**src/hdl/backslash_escape_decoder_macros.svh**
```systemverilog
// ----------------------------------------------------------------------------
// Backslash escape decoder assertion macros
// Shared concurrent assertion forms, clocked on clk and gated by rst_n.
// ----------------------------------------------------------------------------
`ifndef BACKSLASH_ESCAPE_DECODER_MACROS_SVH
`define BACKSLASH_ESCAPE_DECODER_MACROS_SVH

// Same-cycle implication.
`define BED_ASSERT_IMP(label, ante, cons, msg) \
  label: assert property (@(posedge clk) disable iff (!rst_n) (ante) |-> (cons)) \
    else $error(msg);

// Next-cycle implication.
`define BED_ASSERT_NXT(label, ante, cons, msg) \
  label: assert property (@(posedge clk) disable iff (!rst_n) (ante) |=> (cons)) \
    else $error(msg);

`endif

```
**src/hdl/bed_pkg.sv**
```systemverilog
// ----------------------------------------------------------------------------
// Backslash escape decoder package
// Request types, decode phases, queue command and default sizes.
// ----------------------------------------------------------------------------
package bed_pkg;

  localparam int OCTAL_DIGITS_DEF = 3;
  localparam int HEX_DIGITS_DEF   = 2;
  // power of two, at least 2
  localparam int QUEUE_DEPTH_DEF  = 4;

  typedef struct packed {
    logic [7:0] in_byte;
    logic       end_of_argument;
  } in_req_t;

  typedef struct packed {
    logic [7:0] out_byte;
    logic       stop;
    logic       last;
  } out_req_t;

  typedef enum logic [1:0] {
    PH_PLAIN = 2'd0,
    PH_ESC   = 2'd1,
    PH_OCT   = 2'd2,
    PH_HEX   = 2'd3
  } phase_t;

  // up to two bytes produced by one input request
  typedef struct packed {
    logic [1:0] count;
    logic [7:0] byte0;
    logic [7:0] byte1;
    logic       stop;
  } cmd_t;

endpackage

```
**src/hdl/bed_front.sv**
```systemverilog
// ----------------------------------------------------------------------------
// Backslash escape decoder front end
// Accepts input requests, tracks the escape phase and emits commands.
// ----------------------------------------------------------------------------
module bed_front #(
  parameter int OCTAL_DIGITS = bed_pkg::OCTAL_DIGITS_DEF,
  parameter int HEX_DIGITS   = bed_pkg::HEX_DIGITS_DEF
) (
  input  logic             clk,
  input  logic             rst_n,
  input  logic             cfg_we,
  input  logic             cfg_wdata,
  input  logic             in_valid,
  output logic             in_stall,
  input  bed_pkg::in_req_t in_req,
  input  logic             q_full,
  output logic             push,
  output bed_pkg::cmd_t    push_cmd
);

  `include "backslash_escape_decoder_macros.svh"

  localparam logic [1:0] OCT_LIM = 2'(OCTAL_DIGITS);
  localparam logic [1:0] HEX_LIM = 2'(HEX_DIGITS);
  localparam logic [7:0] BSL     = 8'h5C;

  function automatic logic [8:0] letter_code(input logic [7:0] b);
    logic [8:0] r;
    begin
      case (b)
        8'h5C:   r = {1'b1, 8'h5C};
        "a":     r = {1'b1, 8'd7};
        "b":     r = {1'b1, 8'd8};
        "e":     r = {1'b1, 8'd27};
        "f":     r = {1'b1, 8'd12};
        "n":     r = {1'b1, 8'd10};
        "r":     r = {1'b1, 8'd13};
        "t":     r = {1'b1, 8'd9};
        "v":     r = {1'b1, 8'd11};
        default: r = 9'd0;
      endcase
      return r;
    end
  endfunction

  function automatic logic [4:0] hex_digit(input logic [7:0] b);
    logic [4:0] r;
    begin
      if (b >= "0" && b <= "9")      r = {1'b1, b[3:0]};
      else if (b >= "a" && b <= "f") r = {1'b1, 4'(b - 8'h57)};
      else if (b >= "A" && b <= "F") r = {1'b1, 4'(b - 8'h37)};
      else                           r = 5'd0;
      return r;
    end
  endfunction

  bed_pkg::phase_t phase_r, phase_nxt;
  logic [1:0]      cnt_r, cnt_nxt;
  logic [7:0]      val_r, val_nxt;
  logic            stopped_r, stopped_nxt;
  logic            esc_en_r;

  logic [7:0] b;
  logic       e;
  logic       accept;
  logic       is_hex;
  logic       dig_ok;
  logic [3:0] dig;
  logic [4:0] hx;
  logic [7:0] val_new;
  logic [1:0] cnt_new;
  logic       num_done;
  logic       esc_start;
  logic [8:0] lc;
  logic       oct_lead;
  logic       oct_lead_done;
  logic       fin;

  assign b        = in_req.in_byte;
  assign e        = in_req.end_of_argument;
  assign in_stall = q_full;
  assign accept   = in_valid && !q_full;

  assign is_hex    = (phase_r == bed_pkg::PH_HEX);
  assign hx        = hex_digit(b);
  assign dig_ok    = is_hex ? hx[4] : (b[7:3] == 5'b00110);
  assign dig       = is_hex ? hx[3:0] : {1'b0, b[2:0]};
  assign val_new   = is_hex ? {val_r[3:0], dig} : {val_r[4:0], dig[2:0]};
  assign cnt_new   = cnt_r + 2'd1;
  assign num_done  = (cnt_new >= (is_hex ? HEX_LIM : OCT_LIM)) || e;
  assign fin       = (val_r != 8'd0);
  assign esc_start = (b == BSL) && !e;
  assign lc        = letter_code(b);
  assign oct_lead  = (b[7:3] == 5'b00110) && (b[2:0] != 3'd0);
  assign oct_lead_done = (OCT_LIM <= 2'd1) || e;

  // next state
  always_comb begin
    phase_nxt   = phase_r;
    cnt_nxt     = cnt_r;
    val_nxt     = val_r;
    stopped_nxt = stopped_r;
    if (!stopped_r) begin
      if (!esc_en_r) begin
        phase_nxt = bed_pkg::PH_PLAIN;
        cnt_nxt   = 2'd0;
        val_nxt   = 8'd0;
      end else begin
        case (phase_r)
          bed_pkg::PH_PLAIN: begin
            if (esc_start) phase_nxt = bed_pkg::PH_ESC;
          end
          bed_pkg::PH_ESC: begin
            phase_nxt = bed_pkg::PH_PLAIN;
            cnt_nxt   = 2'd0;
            val_nxt   = 8'd0;
            if (b == "c") begin
              stopped_nxt = 1'b1;
            end else if ((b == "0" || b == "x") && !e) begin
              phase_nxt = (b == "x") ? bed_pkg::PH_HEX : bed_pkg::PH_OCT;
            end else if (oct_lead && !oct_lead_done) begin
              phase_nxt = bed_pkg::PH_OCT;
              cnt_nxt   = 2'd1;
              val_nxt   = {5'd0, b[2:0]};
            end
          end
          bed_pkg::PH_OCT, bed_pkg::PH_HEX: begin
            if (dig_ok && !num_done) begin
              cnt_nxt = cnt_new;
              val_nxt = val_new;
            end else begin
              cnt_nxt   = 2'd0;
              val_nxt   = 8'd0;
              phase_nxt = (!dig_ok && esc_start) ? bed_pkg::PH_ESC : bed_pkg::PH_PLAIN;
            end
          end
          default: phase_nxt = bed_pkg::PH_PLAIN;
        endcase
      end
    end
  end

  // command output
  always_comb begin
    push_cmd = '0;
    if (!stopped_r) begin
      if (!esc_en_r) begin
        push_cmd.count = 2'd1;
        push_cmd.byte0 = b;
      end else begin
        case (phase_r)
          bed_pkg::PH_PLAIN: begin
            if (!esc_start) begin
              push_cmd.count = 2'd1;
              push_cmd.byte0 = b;
            end
          end
          bed_pkg::PH_ESC: begin
            if (lc[8]) begin
              push_cmd.count = 2'd1;
              push_cmd.byte0 = lc[7:0];
            end else if (b == "c") begin
              push_cmd.count = 2'd1;
              push_cmd.stop  = 1'b1;
            end else if (b == "0" || b == "x") begin
              push_cmd.count = 2'd0;
            end else if (b == "8" || b == "9") begin
              push_cmd.count = 2'd1;
              push_cmd.byte0 = b;
            end else if (oct_lead) begin
              if (oct_lead_done) begin
                push_cmd.count = 2'd1;
                push_cmd.byte0 = {5'd0, b[2:0]};
              end
            end else begin
              push_cmd.count = 2'd2;
              push_cmd.byte0 = BSL;
              push_cmd.byte1 = b;
            end
          end
          bed_pkg::PH_OCT, bed_pkg::PH_HEX: begin
            if (dig_ok) begin
              if (num_done && val_new != 8'd0) begin
                push_cmd.count = 2'd1;
                push_cmd.byte0 = val_new;
              end
            end else if (esc_start) begin
              push_cmd.count = fin ? 2'd1 : 2'd0;
              push_cmd.byte0 = val_r;
            end else if (fin) begin
              push_cmd.count = 2'd2;
              push_cmd.byte0 = val_r;
              push_cmd.byte1 = b;
            end else begin
              push_cmd.count = 2'd1;
              push_cmd.byte0 = b;
            end
          end
          default: push_cmd = '0;
        endcase
      end
    end
  end

  assign push = accept && (push_cmd.count != 2'd0);

  always_ff @(posedge clk) begin
    if (!rst_n) begin
      phase_r   <= bed_pkg::PH_PLAIN;
      cnt_r     <= 2'd0;
      val_r     <= 8'd0;
      stopped_r <= 1'b0;
      esc_en_r  <= 1'b0;
    end else begin
      if (cfg_we) esc_en_r <= cfg_wdata;
      if (accept) begin
        phase_r   <= phase_nxt;
        cnt_r     <= cnt_nxt;
        val_r     <= val_nxt;
        stopped_r <= stopped_nxt;
      end
    end
  end

  `BED_ASSERT_NXT(a_stop_sticky, stopped_r, stopped_r, "stop flag cleared without reset")
  `BED_ASSERT_IMP(a_no_push_stopped, stopped_r, !push, "request pushed after stop")

endmodule

```
**src/hdl/bed_queue.sv**
```systemverilog
// ----------------------------------------------------------------------------
// Backslash escape decoder command queue
// Small FIFO between the front end and the output stage.
// ----------------------------------------------------------------------------
module bed_queue #(
  parameter int DEPTH = bed_pkg::QUEUE_DEPTH_DEF
) (
  input  logic          clk,
  input  logic          rst_n,
  input  logic          push,
  input  bed_pkg::cmd_t push_cmd,
  output logic          full,
  input  logic          pop,
  output logic          empty,
  output bed_pkg::cmd_t head
);

  `include "backslash_escape_decoder_macros.svh"

  localparam int AW = $clog2(DEPTH);

  bed_pkg::cmd_t   ent_r [DEPTH];
  logic [AW-1:0]   wr_ptr_r, wr_ptr_nxt;
  logic [AW-1:0]   rd_ptr_r, rd_ptr_nxt;
  logic [AW:0]     cnt_r, cnt_nxt;

  assign full  = (cnt_r == (AW+1)'(DEPTH));
  assign empty = (cnt_r == '0);
  assign head  = ent_r[rd_ptr_r];

  always_comb begin
    wr_ptr_nxt = push ? wr_ptr_r + 1'b1 : wr_ptr_r;
    rd_ptr_nxt = pop  ? rd_ptr_r + 1'b1 : rd_ptr_r;
    cnt_nxt    = cnt_r + (AW+1)'(push) - (AW+1)'(pop);
  end

  always_ff @(posedge clk) begin
    if (push) ent_r[wr_ptr_r] <= push_cmd;
  end

  always_ff @(posedge clk) begin
    if (!rst_n) begin
      wr_ptr_r <= '0;
      rd_ptr_r <= '0;
      cnt_r    <= '0;
    end else begin
      wr_ptr_r <= wr_ptr_nxt;
      rd_ptr_r <= rd_ptr_nxt;
      cnt_r    <= cnt_nxt;
    end
  end

  `BED_ASSERT_IMP(a_no_overflow, push, !full, "push into full queue")
  `BED_ASSERT_IMP(a_no_underflow, pop, !empty, "pop from empty queue")

endmodule

```
**src/hdl/bed_back.sv**
```systemverilog
// ----------------------------------------------------------------------------
// Backslash escape decoder output stage
// Unpacks queued commands into single result requests via an output register.
// ----------------------------------------------------------------------------
module bed_back (
  input  logic              clk,
  input  logic              rst_n,
  input  logic              q_empty,
  input  bed_pkg::cmd_t     head,
  output logic              pop,
  output logic              out_valid,
  input  logic              out_stall,
  output bed_pkg::out_req_t out_req
);

  `include "backslash_escape_decoder_macros.svh"

  logic              out_valid_r, out_valid_nxt;
  bed_pkg::out_req_t out_req_r, out_req_nxt;
  logic              sel_r, sel_nxt;
  logic              load;
  logic              is_last;

  assign load    = !out_valid_r || !out_stall;
  assign is_last = sel_r || (head.count == 2'd1);
  assign pop     = load && !q_empty && is_last;

  always_comb begin
    out_valid_nxt = out_valid_r;
    out_req_nxt   = out_req_r;
    sel_nxt       = sel_r;
    if (load) begin
      out_valid_nxt = !q_empty;
      if (!q_empty) begin
        out_req_nxt.out_byte = sel_r ? head.byte1 : head.byte0;
        out_req_nxt.stop     = head.stop && !sel_r;
        out_req_nxt.last     = is_last;
        sel_nxt              = !is_last;
      end
    end
  end

  always_ff @(posedge clk) begin
    out_req_r <= out_req_nxt;
  end

  always_ff @(posedge clk) begin
    if (!rst_n) begin
      out_valid_r <= 1'b0;
      sel_r       <= 1'b0;
    end else begin
      out_valid_r <= out_valid_nxt;
      sel_r       <= sel_nxt;
    end
  end

  assign out_valid = out_valid_r;
  assign out_req   = out_req_r;

  `BED_ASSERT_IMP(a_stop_last, out_valid_r && out_req_r.stop, out_req_r.last,
    "stop request not marked last")

endmodule

```
**src/hdl/backslash_escape_decoder.sv**
```systemverilog
// Path: accepted inputs enter the 4-entry queue; results leave via the output
//   register. Throughput: 1 input per cycle while the queue is not full; two
//   results of one input leave one per cycle while out_stall is low.
// Reset: rst_n synchronous, active low; clears phase, stop flag, escape enable,
//   queue and output valid.
// ----------------------------------------------------------------------------
// Backslash escape decoder
// Echo-style escape decoding: front end decodes, queue decouples, back emits.
// ----------------------------------------------------------------------------
module backslash_escape_decoder #(
  parameter int OCTAL_DIGITS = bed_pkg::OCTAL_DIGITS_DEF,
  parameter int HEX_DIGITS   = bed_pkg::HEX_DIGITS_DEF,
  parameter int QUEUE_DEPTH  = bed_pkg::QUEUE_DEPTH_DEF
) (
  input  logic              clk,
  input  logic              rst_n,
  input  logic              cfg_we,
  input  logic              cfg_wdata,
  input  logic              in_valid,
  output logic              in_stall,
  input  bed_pkg::in_req_t  in_req,
  output logic              out_valid,
  input  logic              out_stall,
  output bed_pkg::out_req_t out_req
);

  logic          q_full;
  logic          q_empty;
  logic          push;
  logic          pop;
  bed_pkg::cmd_t push_cmd;
  bed_pkg::cmd_t head;

  bed_front #(
    .OCTAL_DIGITS(OCTAL_DIGITS),
    .HEX_DIGITS  (HEX_DIGITS)
  ) u_front (
    .clk      (clk),
    .rst_n    (rst_n),
    .cfg_we   (cfg_we),
    .cfg_wdata(cfg_wdata),
    .in_valid (in_valid),
    .in_stall (in_stall),
    .in_req   (in_req),
    .q_full   (q_full),
    .push     (push),
    .push_cmd (push_cmd)
  );

  bed_queue #(
    .DEPTH(QUEUE_DEPTH)
  ) u_queue (
    .clk     (clk),
    .rst_n   (rst_n),
    .push    (push),
    .push_cmd(push_cmd),
    .full    (q_full),
    .pop     (pop),
    .empty   (q_empty),
    .head    (head)
  );

  bed_back u_back (
    .clk      (clk),
    .rst_n    (rst_n),
    .q_empty  (q_empty),
    .head     (head),
    .pop      (pop),
    .out_valid(out_valid),
    .out_stall(out_stall),
    .out_req  (out_req)
  );

endmodule

```
**config.mk**
```make
export PLATFORM = sky130hd
export DESIGN_NAME = backslash_escape_decoder
export DESIGN_NICKNAME = d
export VERILOG_FILES = /design/src/hdl/bed_pkg.sv /design/src/hdl/bed_front.sv /design/src/hdl/bed_queue.sv /design/src/hdl/bed_back.sv /design/src/hdl/backslash_escape_decoder.sv
export VERILOG_INCLUDE_DIRS = /design/src /design/src/hdl
export SDC_FILE = /design/constraint.sdc
export NUM_CORES = 1
export LEC_CHECK = 0
export BUFFER_PORTS_ARGS = -buffer_cell sky130_fd_sc_hd__buf_2
export CORE_MARGIN = 1
export CORE_UTILIZATION = 45
export CTS_BUF_LIST = sky130_fd_sc_hd__clkbuf_4
export DETAILED_ROUTE_END_ITERATION = 8
export GPL_ROUTABILITY_DRIVEN = 0
export GPL_TIMING_DRIVEN = 0
export PLACE_DENSITY_LB_ADDON = 0.25
export SLEW_MARGIN = 20
export SYNTH_ARGS = -nofsm -noshare
export SYNTH_HDL_FRONTEND = slang
export SYNTH_HIERARCHICAL = 1
export SYNTH_SLANG_ARGS = --single-unit
```
**constraint.sdc**
```tcl
create_clock -name clk -period 11.5 [get_ports clk]
set_clock_uncertainty 0.15 [all_clocks]
set_input_delay 1.15 -clock clk [delete_from_list [all_inputs] [get_ports clk]]
set_output_delay 1.15 -clock clk [all_outputs]
set_load 0.01 [all_outputs]
```
== Word-level counts from Yosys, hierarchy flattened ==
Memory sizes are Yosys's and may differ from the RTL's. A register that Yosys moved wholly into a read port is not among the register bits.
Cells that the tools add are included.
Word-level totals
  output and inout bits: 12
  word-level logic and storage cells: 156
  register bits: 33
  input port bits: 15
  memories kept: 1
  memory bits (writable): 76
Operators by class
  magnitude comparators: 7
  $add $sub $neg: 7
  mux-type cells: 64
  reductions and logical operators: 39
  equal/unequal tests: 23
  bitwise operators: 2
Memories
  u_queue.ent_r: depth 4, bits a word 19, read ports 1, clocked after Yosys merged registers in 1, wr ports 1, line bed_queue.sv:22  | bed_pkg::cmd_t ent_r [DEPTH];
Operators by type and width (number)
  equality test 8 x 7 -> 1 bit, second input constant: 11
  2-to-1 mux 8 bit: 11
  case mux 9 bit (9 select lines): 1
  2-to-1 mux 10 bit: 7
  2-to-1 mux 9 bit: 5
  2-to-1 mux 16 bit: 2
  case mux 8 bit (2 select lines): 2
  case mux 10 bit (3 select lines): 1
  2-to-1 mux 2 bit: 14
  equality test 8 x 6 -> 1 bit, second input constant: 3
  2-to-1 mux 19 bit: 1
  >= comparator 8 x 7 -> 1 bit, second input constant: 2
  <= comparator 8 x 7 -> 1 bit, second input constant: 2
  nonzero test 8 bit: 2
  logical AND 1 bit: 15
  2-to-1 mux 5 bit: 3
  2-to-1 mux 1 bit: 13
  zero test 1 bit: 9
  != test 3 bit, second input constant: 3
  >= comparator 8 x 6 -> 1 bit, second input constant: 1
  <= comparator 8 x 6 -> 1 bit, second input constant: 1
  subtractor 4 x 3 -> 4 bit, second input constant: 2
  adder 2 x 1 -> 2 bit, second input constant: 3
  case mux 2 bit (3 select lines): 1
  other kinds (20): 27

== Longest topological paths before layout ==
Gate-level depths: netlist of run 1.
  word-level depth: 18
  mapped depth: 15
  depth with buffers taken out: 13

== Modules after synthesis ==
The synthesis of run 1 kept the hierarchy.
By module, submodules not included
  bed_queue: cells an instance 142, instances 1, area each 3228.1 um2
  bed_front: cells an instance 313, instances 1, area each 2113.3 um2
  bed_back: cells an instance 31, instances 1, area each 535.5 um2

== Worst setup path after synthesis of run 1 ==
Ideal clock, no wire load.
  path kind: input to register
  start: in in_req[1] (netlist name)
  end: reg u_queue.cnt_r[2]
  arrival: 4.588 ns
  stages: 15
  slack: 6.644 ns
  setup time: 0.117 ns
  required time: 11.233 ns
  buffers on the path: 2
  cell sequence: clkbuf_1 > inv_1 > ha_1 > or4bb_1 > nor3_1 > inv_1 > buf_2 > ha_1 > a21o_1 > o2111ai_1 > a21oi_1 > ha_1 > fa_1 > xor3_1 > nor2_1
Between the ends
  word-level cells in the longest chain between the ends: 18
  elaborated cells between the ends (all ways): 55
Ends and longest elaborated chain
  start, declared: line backslash_escape_decoder.sv:21  | input bed_pkg::in_req_t in_req,
  >= comparator 8 x 7 -> 1 bit or <= comparator 8 x 7 -> 1 bit (tied branches): line bed_front.sv:51  | else if (b >= "A" && b <= "F") r = {1'b1, 4'(b - 8'h37)};
  logical AND 1 bit: line bed_front.sv:51
  2-to-1 mux 5 bit: line bed_front.sv:51
  2-to-1 mux 5 bit: line bed_front.sv:50  | else if (b >= "a" && b <= "f") r = {1'b1, 4'(b - 8'h57)};
  2-to-1 mux 5 bit: line bed_front.sv:49  | if (b >= "0" && b <= "9") r = {1'b1, b[3:0]};
  2-to-1 mux 4 bit: line bed_front.sv:87  | assign dig = is_hex ? hx[3:0] : {1'b0, b[2:0]};
  2-to-1 mux 8 bit: line bed_front.sv:88  | assign val_new = is_hex ? {val_r[3:0], dig} : {val_r[4:0], dig[2:0]};
  nonzero test 8 bit: line bed_front.sv:183  | if (num_done && val_new != 8'd0) begin
  (+3 left out)
  case mux 10 bit (3 select lines) (*): line bed_front.sv:151  | case (phase_r)
  2-to-1 mux 10 bit (*): line bed_front.sv:147  | if (!esc_en_r) begin
  2-to-1 mux 19 bit (*): line bed_front.sv:146  | if (!stopped_r) begin
  nonzero test 2 bit (*): line bed_front.sv:205  | assign push = accept && (push_cmd.count != 2'd0);
  logical AND 1 bit (*): line bed_front.sv:205
  named net push: line backslash_escape_decoder.sv:29  | logic push;
  adder 3 x 1 -> 3 bit (*): line bed_queue.sv:34  | cnt_nxt = cnt_r + (AW+1)'(push) - (AW+1)'(pop);
  subtractor 3 x 1 -> 3 bit (*): line bed_queue.sv:34
  end signal, assigned: line bed_queue.sv:49  | cnt_r <= cnt_nxt;
  end, declared: line bed_queue.sv:25  | logic [AW:0] cnt_r, cnt_nxt;
The timed path passes the listed nets; every way through them passes the cells marked *.
A chain may end at the register's enable or synchronous reset.

== Worst setup path in the final report of run 1 ==
  start: in in_req[1] (netlist name)
  end: mem u_queue/ent_r[3][5] (netlist name) (enable)
Between the ends
  word-level cells in the longest chain between the ends: 18
  elaborated cells between the ends (all ways): 55
Ends and longest elaborated chain
  >= comparator 8 x 7 -> 1 bit or <= comparator 8 x 7 -> 1 bit (tied branches): line bed_front.sv:51
  logical AND 1 bit: line bed_front.sv:51
  2-to-1 mux 5 bit: line bed_front.sv:51
  2-to-1 mux 5 bit: line bed_front.sv:50
  2-to-1 mux 5 bit: line bed_front.sv:49
  2-to-1 mux 4 bit: line bed_front.sv:87
  2-to-1 mux 8 bit: line bed_front.sv:88
  nonzero test 8 bit: line bed_front.sv:183
  (+3 left out)
  case mux 10 bit (3 select lines) (*): line bed_front.sv:151
  2-to-1 mux 10 bit (*): line bed_front.sv:147
  2-to-1 mux 19 bit (*): line bed_front.sv:146
  nonzero test 2 bit (*): line bed_front.sv:205
  logical AND 1 bit (*): line bed_front.sv:205
  named net push: line backslash_escape_decoder.sv:29
  2-to-1 mux 1 bit (*): line bed_queue.sv:38  | if (push) ent_r[wr_ptr_r] <= push_cmd;
  2-to-1 mux 1 bit (not written as such) (*): line bed_queue.sv:38
  end, declared: line bed_queue.sv:22
Marked as above.

==> metrics, run 1 <==
xor/xnor share of the synthesized area 0.00852; TritonCTS buffer count 9; drt first pass iters 4; cells taking the most area after synthesis edfxtp_1 (44%), dfxtp_1 (8.5%), mux4_1 (4.0%); first-pass GRT wire length approximately 20 mm; maximum net fanout on the critical path 19; most area-hungry cell type in the Yosys netlist edfxtp_1; Synth cell types a little under 80; core area around 13000 µm²; Tcrit/Tclk final 0.483; WS Path Type input pin to flop; Critical-path top delay cell and2_1; Synth top area share 0.439; sequential area share after synthesis 0.525; GRT Resource Usage Total 0.204; initial antenna violation count 0; CP Data Arrival Time between 5 and 6 ns; Post-Synth Adder-Cell Area 0.0290; Main synth FF type edfxtp_1; EDFF count, synth 86; simple logic cell fraction of the synthesized area 0.154; clock buffer depth 2; post-synthesis compound-gate area fraction 0.135; Final setup viols 0; IR drop worst, VDD about 0.000051 V; # port buffers 25; # IOs 27; Layout area overhead 8.35%; Top Usage Layer GRT met2; CP Data Required Time 11.45 ns; initial drt markers a little under 400; R2R depth 9; Worst slew margin 0.314; Worst Max-Slew Pin Slew between 1 and 1.5 ns; met2 usage 0.342; Startpoint Class input pin; wire per inst about 19 µm; Clock Latency Late Sink between 0.4 and 0.5 ns; Mapped Avg Cell Area ~12 µm²; DIE WIDTH around 120 µm; hpwl dp around 9.2 mm; mux cell area share after synthesis 0.109; die area about 14000 µm²; crit path time final 5.55 ns; Yosys Warn Count 6; grt met1 use 0.258; fmax about 0.18 GHz; final WL about 13 mm; Starting Density 0.464; endpoints failing hold 0; flops & latches, synth approximately 110; final setup TNS 0 ns; Site Rows 41; LEAKAGE approximately 2.2 nW; vias per cell a little under 6; Power Density about 160 nW/µm²; syn nets roughly 510; met3 GRT Util 0.0451; CP cell instances buf_2 -> clkbuf_1 -> inv_1 -> ha_1 -> or4bb_1 -> nor3_1 -> inv_1 -> buf_2 -> ha_1 -> a21o_1 -> o2111ai_1 -> a21oi_1 -> and2_1; CTS tree yes; vias in the first global route approximately 3900; fin nets 550; RSZ-0062 raised after global routing false; Setup crit end kind flop; Finished Layout Cells about 700; min-delay worst type flop to flop; clock root buffer master clkbuf_4; cells after synthesis around 490; Fillers ~1200; main combinational cell family by area after synthesis simple AND/OR/NAND/NOR gates; ant diodes 0; layout cells sized above 1 0.165; asr flop ratio synth 0; synthesized cell area 5880 µm²; DR DRC count 0; H-tree levels 3; Clock Pin Slew Worst Setup and Hold Paths 0.16 ns; worst hold slack 0.356 ns; ANT nets after route 0; pin count of the biggest net entering global routing 20; max-slew violations 0; status complete, no violations; slowest cell delay on critical path 0.89 ns; via count of the routed design 4096; cts repair resizes 0; Hold Path Stages 2; Reg area around 3100 µm²; die height 116 µm; grt ovf 0; DP Cell Count between 600 and 700; multi-input logic area between 2000 and 3000 µm²; Sink Count ~110; CTS Hold Bufs 0; max-cap viol count 0; Design Power ~1.0 mW; Post CTS Setup Buffer Count 0
## where the power goes
part / switching, mW / total, mW / internal (mW) / leakage (nW)
sequential: 0.0188 / 0.527 / 0.508 / 1.00
clock: 0.129 / 0.198 / 0.0691 / 0.0765
combinational: 0.157 / 0.316 / 0.159 / 1.12
total: 0.305 / 1.04 / 0.736 / 2.20
## critical path, delay by kind of cell
kind / cells / cell delay (ns)
buf+inv: 5 / 0.97
fa+ha+maj: 2 / 0.58
simple gates: 3 / 2.14
compound gates: 3 / 0.65
## cells in the mapped netlist, drive strengths merged, types with 5 or more instances
cell type	number
edfxtp	86
nand2	37
a21oi	28
nor2	26
dfxtp	25
o21ai	23
and2	20
inv	20
mux4	19
buf	14
clkbuf	13
ha	12
nand3	11
mux2	10
nand2b	10
nor3	9
o31ai	9
or3	9
nor2b	8
a211oi	5
a221oi	5
a31o	5
a31oi	5
## state kept, by name, summed over array words and instances, names as in the netlist, named ones only
register,flops
u_queue/rd_ptr_r,2
u_back/sel_r,1
u_queue/wr_ptr_r,2
u_front/stopped_r,1
u_front/esc_en_r,1
u_front/val_r,8
u_back/out_req,10
u_front/phase_r,2
u_back/out_valid,1
u_queue/ent_r,76
u_queue/cnt_r,3
u_front/cnt_r,2
## kinds of logic after synthesis
group	Yosys count
multiplexers	33
XOR/XNOR	4
AND/OR/NAND/NOR	164
AO/OA/AOI/OAI	114
adder cells (fa/ha/maj)	13
flip-flops	111
buffers and inverters	47
## worst paths after layout
check / end / slack [ns] / from
worst max-delay path: u_queue/ent_r[3][5]$_DFFE_PP_ / 5.95 / in_req[1]
worst min-delay path: u_back/out_valid$_SDFFE_PN0N_ / 0.36 / u_back/out_valid$_SDFFE_PN0N_
worst min register to register: u_back/out_valid$_SDFFE_PN0N_ / 0.36 / u_back/out_valid$_SDFFE_PN0N_
worst max register to register: u_queue/ent_r[3][5]$_DFFE_PP_ / 7.24 / u_front/phase_r[0]$_SDFFE_PN0P_
## metrics by stage
step | cell area [µm²] | worst slack, ns | util
after floorplan | 5880 | 6.64 | -
after global placement | 6220 | 5.46 | 0.491
after detailed placement | 6220 | 5.49 | 0.491
after CTS | 6370 | 6.01 | 0.502
after global routing | 6370 | 5.75 | 0.503
final | 6370 | 5.95 | 0.503
## cell type report
| type | instances | area share |
|---|---|---|
| clock inverter | 7 | 0.0124 |
| multi-input combinational | 328 | 0.402 |
| buffer | 27 | 0.0252 |
| sequential | 111 | 0.484 |
| inverter | 20 | 0.0118 |
| tap | 172 | 0.0338 |
| timing repair buffer | 25 | 0.0197 |
| clock buffer | 9 | 0.0106 |
## per-layer routing
layer / up-vias / wire [µm]
met2: 152 / 6390
met1: 1976 / 5500
met4: 0 / 288
li1: 1941 / -
met5: - / 0
met3: 27 / 783
## layout by cell type, fill, tap and decap left out, types with 9 or more instances in the layout
cell,instances
edfxtp_1,86
buf_2,32
inv_1,20
mux4_2,10
ha_1,12
o21ai_0,22
nand2b_1,9
clkbuf_4,9
clkbuf_1,13
nor3_1,9
o31ai_1,9
mux4_1,9
nand3_1,11
nor2_1,26
a21oi_1,27
nand2_1,37
dfxtp_1,25
and2_1,19
(Power assumes the default switching activity.)
==> run 2, diff against run 1 <==
==> constraint.sdc (replaced) <==
create_clock -name clk -period 4.9 [get_ports clk]
set_clock_uncertainty 0.15 [all_clocks]
set_input_delay 0.49 -clock clk [delete_from_list [all_inputs] [get_ports clk]]
set_output_delay 0.49 -clock clk [all_outputs]
set_load 0.01 [all_outputs]
==> run 2 against run 1 <==
Cell count unchanged; combinational power up 140%; hold slack worse by 0.24 ns; core utilization about the same; wire length unchanged; via count unchanged; global-route usage unchanged; flip-flop and latch count unchanged.
==> metrics, run 2 (synthesis results as in run 1) <==
status complete, no violations; Clock Latency Late Sink between 0.4 and 0.5 ns; wire per inst about 19 µm; CP cell instances buf_2 -> clkbuf_1 -> inv_1 -> ha_1 -> or4bb_1 -> nor3_1 -> inv_1 -> buf_2 -> ha_1 -> a21o_1 -> o2111ai_1 -> a21oi_1 -> ha_1 -> fa_1 -> xor3_1 -> nor2_1; Worst slew margin 0.341; endpoints failing hold 0; H-tree levels 3; Startpoint Class input pin; Sink Count ~110; drt first pass iters 4; Hold Path Stages 3; FF-to-FF setup slack between 0.9 and 1 ns; core area 12700 µm²; CP Data Required Time approximately 5.1 ns; clock buffer depth 2; final setup TNS 0 ns; DR DRC count 0; Setup crit end kind flop; fin nets between 500 and 600; commonest cells after routing, fill and taps aside edfxtp_1 (86), nand2_1 (37), buf_2 (32); fmax 0.213 GHz; die height 116 µm; Final setup viols 0; LEAKAGE between 2 and 2.5 nW; clock root buffer master clkbuf_4; slowest cell delay on critical path ~0.69 ns; CP Data Arrival Time ~4.9 ns; hpwl dp ~9.2 mm; ANT nets after route 0; maximum net fanout on the critical path 10; initial drt markers 397; initial antenna violation count 0; CTS Hold Bufs 0; GRT Resource Usage Total 0.204; IR drop worst, VDD between 0.0001 and 0.00015 V; Layout area overhead 8.43%; vias in the first global route 3931; Site Rows slightly above 40; vias per cell a little under 6; Crit path top cell by count ha_1; Design Power 2.44 mW; pre-CTS setup slack -0.449 ns; grt ovf 0; max reg flops 76; # port buffers 25; ant diodes 0; Clock Pin Slew Worst Setup and Hold Paths 0.16 ns; final WL approximately 13 mm; layout cells sized above 1 0.173; DIE WIDTH ~120 µm; CTS tree yes; WS Path Type input pin to flop; max-cap viol count 0; Power Density between 300 and 400 nW/µm²; max-slew violations 0; # IOs 27; Post CTS Setup Buffer Count 0; setup ws final between 0.2 and 0.25 ns; min-delay worst type input pin to flop; most common cell after layout, fill and taps aside edfxtp_1; R2R depth 9; cts repair resizes 0; Top reg by flops u_queue/ent_r; Fillers about 1200; pin count of the biggest net entering global routing 20; Starting Density 0.464; RSZ-0062 raised after global routing false; Worst Max-Slew Pin Slew roughly 0.99 ns; die area roughly 14000 µm²; TritonCTS buffer count 9; Tcrit/Tclk final 0.956; Critical-path top delay cell nor3_1; first-pass GRT wire length 20.5 mm; crit path time final about 4.7 ns; via count of the routed design 4096
==> run 2: cell counts in the layout (fill, tap and decap cells not counted) <==
No cell type changed its count.
==> run 2: metal layers <==
layer	wire [µm]	global-route usage	vias up
met5	0	0	-
met4	288	0.0821	0
met3	783	0.0451	27
met2	6390	0.342	152
met1	5500	0.258	1976
li1	-	-	1941
==> run 2: final cells by class <==
class / count / area [µm²] / area share
clock buffer: 9 / 67.6 / 0.0106
sequential: 111 / 3080 / 0.484
clock inverter: 7 / 78.8 / 0.0124
timing repair buffer: 25 / 125 / 0.0196
tap: 172 / 215 / 0.0338
multi-input combinational: 328 / 2570 / 0.403
inverter: 20 / 75.1 / 0.0118
buffer: 27 / 160 / 0.0251
==> run 2: worst max-delay path, delay by kind of cell <==
family	cells	cell delay (ns)
AOI/OAI and AO/OA	3	0.58
xor gates and xnor gates	1	0.38
adders and majority gates	4	1.23
buffers and inverters	5	0.97
and+or+nand+nor	3	1.29
==> run 2: final timing paths <==
path	start	endpoint
worst max-delay path	in_req[1]	u_queue/cnt_r[2]$_SDFF_PN0_
worst min-delay path	cfg_wdata	u_front/esc_en_r$_SDFFE_PN0P_
worst max register to register	u_front/phase_r[0]$_SDFFE_PN0P_	u_queue/ent_r[3][5]$_DFFE_PP_
worst min register to register	u_back/out_valid$_SDFFE_PN0N_	u_back/out_valid$_SDFFE_PN0N_
==> run 2: per-stage QoR <==
step | cell area, µm² | util | hold WS [ns] | instances
3_5_place_dp | 6220 | 0.491 | 0.338 | 683
3_3_place_gp | 6220 | 0.491 | 0.324 | 683
4_1_cts | 6370 | 0.502 | 0.0739 | 699
2_1_floorplan | 5880 | - | 0.344 | 486
6_report | 6370 | 0.503 | 0.111 | 699
5_1_grt | 6370 | 0.503 | 0.0840 | 699
==> run 2: power by group <==
group / total (mW) / internal, mW / switching, mW
logic: 0.743 / 0.374 / 0.369
clock network: 0.466 / 0.162 / 0.304
registers: 1.24 / 1.19 / 0.0442
